==> src/acl_rtm_ram.sv <==
// generic single-port-write, single-port-read ram with registered read data
module acl_rtm_ram #(
    parameter int WIDTH = 8,
    parameter int DEPTH = 16
) (
    input  logic                     i_clk,
    input  logic                     i_wr_en,
    input  logic [$clog2(DEPTH)-1:0] i_wr_addr,
    input  logic [WIDTH-1:0]         i_wr_data,
    input  logic                     i_rd_en,
    input  logic [$clog2(DEPTH)-1:0] i_rd_addr,
    output logic [WIDTH-1:0]         o_rd_data
);

    logic [WIDTH-1:0] r_mem [DEPTH];

    // write port
    always_ff @(posedge i_clk) begin
        if (i_wr_en) begin
            r_mem[i_wr_addr] <= i_wr_data;
        end
    end

    // registered read port
    always_ff @(posedge i_clk) begin
        if (i_rd_en) begin
            o_rd_data <= r_mem[i_rd_addr];
        end
    end

endmodule

==> config.mk <==
export PLATFORM = sky130hd
export DESIGN_NAME = acl_rtm_ram
export DESIGN_NICKNAME = d
export VERILOG_FILES = /design/src/acl_rtm_ram.sv
export SDC_FILE = /design/constraint.sdc
export NUM_CORES = 1
export LEC_CHECK = 0
export BUFFER_PORTS_ARGS = -buffer_cell sky130_fd_sc_hd__clkbuf_2
export CAP_MARGIN = 30
export CORE_AREA = 2 2 118 120
export CTS_BUF_LIST = sky130_fd_sc_hd__clkbuf_4 sky130_fd_sc_hd__clkbuf_8
export CTS_CLUSTER_DIAMETER = 150
export CTS_CLUSTER_SIZE = 30
export DETAILED_ROUTE_END_ITERATION = 6
export DIE_AREA = 0 0 120 122
export GPL_ROUTABILITY_DRIVEN = 0
export PLACE_DENSITY_LB_ADDON = 0.08
export RECOVER_POWER = 100
export SKIP_LAST_GASP = 1
export SLEW_MARGIN = 20
export SYNTH_ARGS = -nofsm -noshare
export SYNTH_HDL_FRONTEND = slang
export SYNTH_SLANG_ARGS = --single-unit
==> constraint.sdc <==
create_clock -name i_clk -period 2.8 [get_ports i_clk]
set_input_delay 0.28 -clock i_clk [delete_from_list [all_inputs] [get_ports i_clk]]
set_output_delay 0.28 -clock i_clk [all_outputs]
set_load 0.03 [all_outputs]
==> flow_metrics.env <==
export IMPL_rsz0062_at_grt="no"
export IMPL_outcome="complete, no violations"
export IMPL_initial_core_util_pct=38.7
export IMPL_fp_dieW_um=120
export IMPL_syn_num_nets=248
export IMPL_slew_violations=0
export IMPL_clk_latency_ns=0.44
export IMPL_postCtsSetupBuffers=0
export IMPL_fin_area_um2=5950
export IMPL_row_count=43
export IMPL_antenna_found_initial=0
export IMPL_grt_pass1_wl_um=16100
export IMPL_drt_drc_violations_left=0
export IMPL_regToRegSetupSlack_ns=1.31
export IMPL_syn_avg_cell_area_um2=22.8
export IMPL_fin_nets=299
export IMPL_root_buffer="clkbuf_8"
export IMPL_clockBufferDepth=2
export IMPL_place_hpwl_um=6870
export IMPL_clk_pin_slew_worst_paths_ns=0.08
export IMPL_yosys_register_bits=136
export IMPL_synth_area_um2=5230
export IMPL_synth_top_area_cell="edfxtp_1"
export IMPL_endpoint_kind="register"
export IMPL_ff_latch_area_um2=4080
export IMPL_holdPathStages=1
export IMPL_core_area_um2=13500
export IMPL_cts_max_level=4
export IMPL_hold_end="o_rd_data[3]$_DFFE_PP_"
export IMPL_fin_tns_setup_ns=0
export IMPL_hold_buffers=0
export IMPL_layout_commonest_cell="edfxtp_1"
export IMPL_final_cell_mix="136 x edfxtp_1, 33 x clkbuf_1, 18 x mux4_2, 17 x clkbuf_8, 16 x a22oi_1"
export IMPL_drive_above_1_share_pct=20.1
export IMPL_fin_crit_ns=1.52
export IMPL_reg2reg_depth=3
export IMPL_finalNonFillerCells=473
export IMPL_min_path_type="primary input to register"
export IMPL_seq_area_frac_synth_pct=78.1
export IMPL_vias_per_cell=5.12
export IMPL_post_route_period_util_pct=54.4
export IMPL_p_per_area_nw_per_um2=687
export IMPL_die_h_um=122
export IMPL_numCtsBuffers=17
export IMPL_vdd_ir_drop_max_mv=0.414
export IMPL_yosysWarnings=0
export IMPL_synth_cells=229
export IMPL_netlist_area_leader_share_pct=78.1
export IMPL_p_leak_nw=1.86
export IMPL_max_slew_margin_pct=42.2
export IMPL_crit_required_ns=2.88
export IMPL_n_antenna_cell=0
export IMPL_grt_max_degree=33
export IMPL_synth_area_leaders="edfxtp_1 78%, mux4_2 7.8%, mux4_1 7.0%"
export IMPL_cp_data_arrival_time_ns=1.60
export IMPL_multi_input_area_um2=1060
export IMPL_num_io_pins=27
export IMPL_critPathKind="primary input to register"
export IMPL_cp_max_fo=8
export IMPL_vias=2420
export IMPL_drtAntennaViolNets=0
export IMPL_worstHoldStart="i_rd_en"
export IMPL_maxCapViolCount=0
export IMPL_cts_resized=0
export IMPL_placed_area_um2=5630
export IMPL_r2r_end="o_rd_data[3]$_DFFE_PP_"
export IMPL_rr_startpoint="r_mem[9][3]$_DFFE_PP_"
export IMPL_fillers=1214
export IMPL_cts_sinks=136
export IMPL_fmax_mhz=657
export IMPL_syn2layout_area_growth_pct=13.8
export IMPL_hold_viol=0
export IMPL_grt_use_total_pct=16.2
export IMPL_grt_overflow=0
export IMPL_dp_cells=441
export IMPL_tightest_slew_ns=0.865
export IMPL_finClkSkew_ns=0.00628
export IMPL_dieArea_um2=14600
export IMPL_firstDrtPassIters=4
export IMPL_critPathLaunchType="primary input"
export IMPL_wl_per_cell_um=22.7
export IMPL_drt_total_wl_um=10700
export IMPL_cts_tree="built"
export IMPL_io_buffers=26
export IMPL_setup_viol=0
export IMPL_synth_cell_types=18
export IMPL_drt_iter0_drc=237
export IMPL_grt_pass1_vias=2467
==> per-stage QoR <==
step | setup slack [ns] | total power [mW] | util (%) | hold slack [ns]
after floorplan | 1.03 | 2.48 | - | 0.379
after global placement | 0.863 | 2.58 | 41.7 | 0.704
after detailed placement | 0.883 | 2.58 | 41.7 | 0.718
after CTS | 1.29 | 4.14 | 44.6 | 0.233
after global routing | 1.15 | 4.24 | 44.0 | 0.333
final | 1.28 | 4.09 | 44.0 | 0.328
==> power breakdown <==
part           internal [mW]  switching (mW)  total, mW  leakage, nW
Sequential              2.29          0.0126       2.30         1.24
Clock                  0.802           0.762       1.56        0.175
Combinational         0.0788           0.139      0.217        0.452
==> cells by family (layout without fill, tap and decap cells) <==
family                 count (synthesis)  count (layout)  share of synthesized area [%]
and+or+nand+nor                       35              35                           3.14
muxes                                 32              32                           14.8
DFF                                  136             136                           78.1
buffers and inverters                 10              74                           1.65
AOI/OAI and AO/OA                     16              16                           2.30
==> flip-flops by register name, indices dropped and copies added (netlist names) <==
register	flops
r_mem	128
o_rd_data	8
==> cells in the mapped netlist <==
master           number
mux4_1               14
and2b_1               1
nand3b_1              2
a22oi_1              16
nand3_1               1
or3b_2                1
nand2b_1              2
edfxtp_1            136
nand2_1               9
buf_4                 1
and2_1                1
mux4_2               18
nor2_1               13
buf_6                 3
clkdlybuf4s25_2       3
nor2b_1               1
buf_2                 3
nor3_1                4
==> worst max-delay path: stages <==
cell,delay [ns]
clkbuf_1,0.14
or3b_2,0.53
nor3_1,0.15
clkbuf_1,0.50
==> worst max path at each step <==
| stage | end | slack (ns) | cells past startpoint | from |
|---|---|---|---|---|
| finish | r_mem[0][3]$_DFFE_PP_ | 1.28 | 4 | i_wr_en |
| global route | r_mem[0][7]$_DFFE_PP_ | 1.15 | 4 | i_wr_en |
| CTS | o_rd_data[3]$_DFFE_PP_ | 1.29 | 3 | r_mem[9][3]$_DFFE_PP_ |
| detailed placement | o_rd_data[3]$_DFFE_PP_ | 0.88 | 5 | i_rd_addr[0] |
| global placement | o_rd_data[3]$_DFFE_PP_ | 0.86 | 5 | i_rd_addr[0] |
| floorplan | r_mem[0][0]$_DFFE_PP_ | 1.03 | 2 | i_wr_addr[2] |
==> metal layers <==
metal,share of wire (%),track usage [%]
met5,0,0
met2,47,23.4
met4,1.8,6.62
met1,46,23.3
met3,6.2,4.49
==> area by class of cell <==
| class | count | area share (%) |
|---|---|---|
| repair buffers | 42 | 3.18 |
| multi-input cells | 83 | 17.8 |
| well taps | 180 | 3.79 |
| flip-flops and latches | 136 | 68.7 |
| clock buffers | 18 | 4.06 |
| clock inverters | 14 | 2.55 |
No activity file was read; power rests on OpenSTA's default activity.
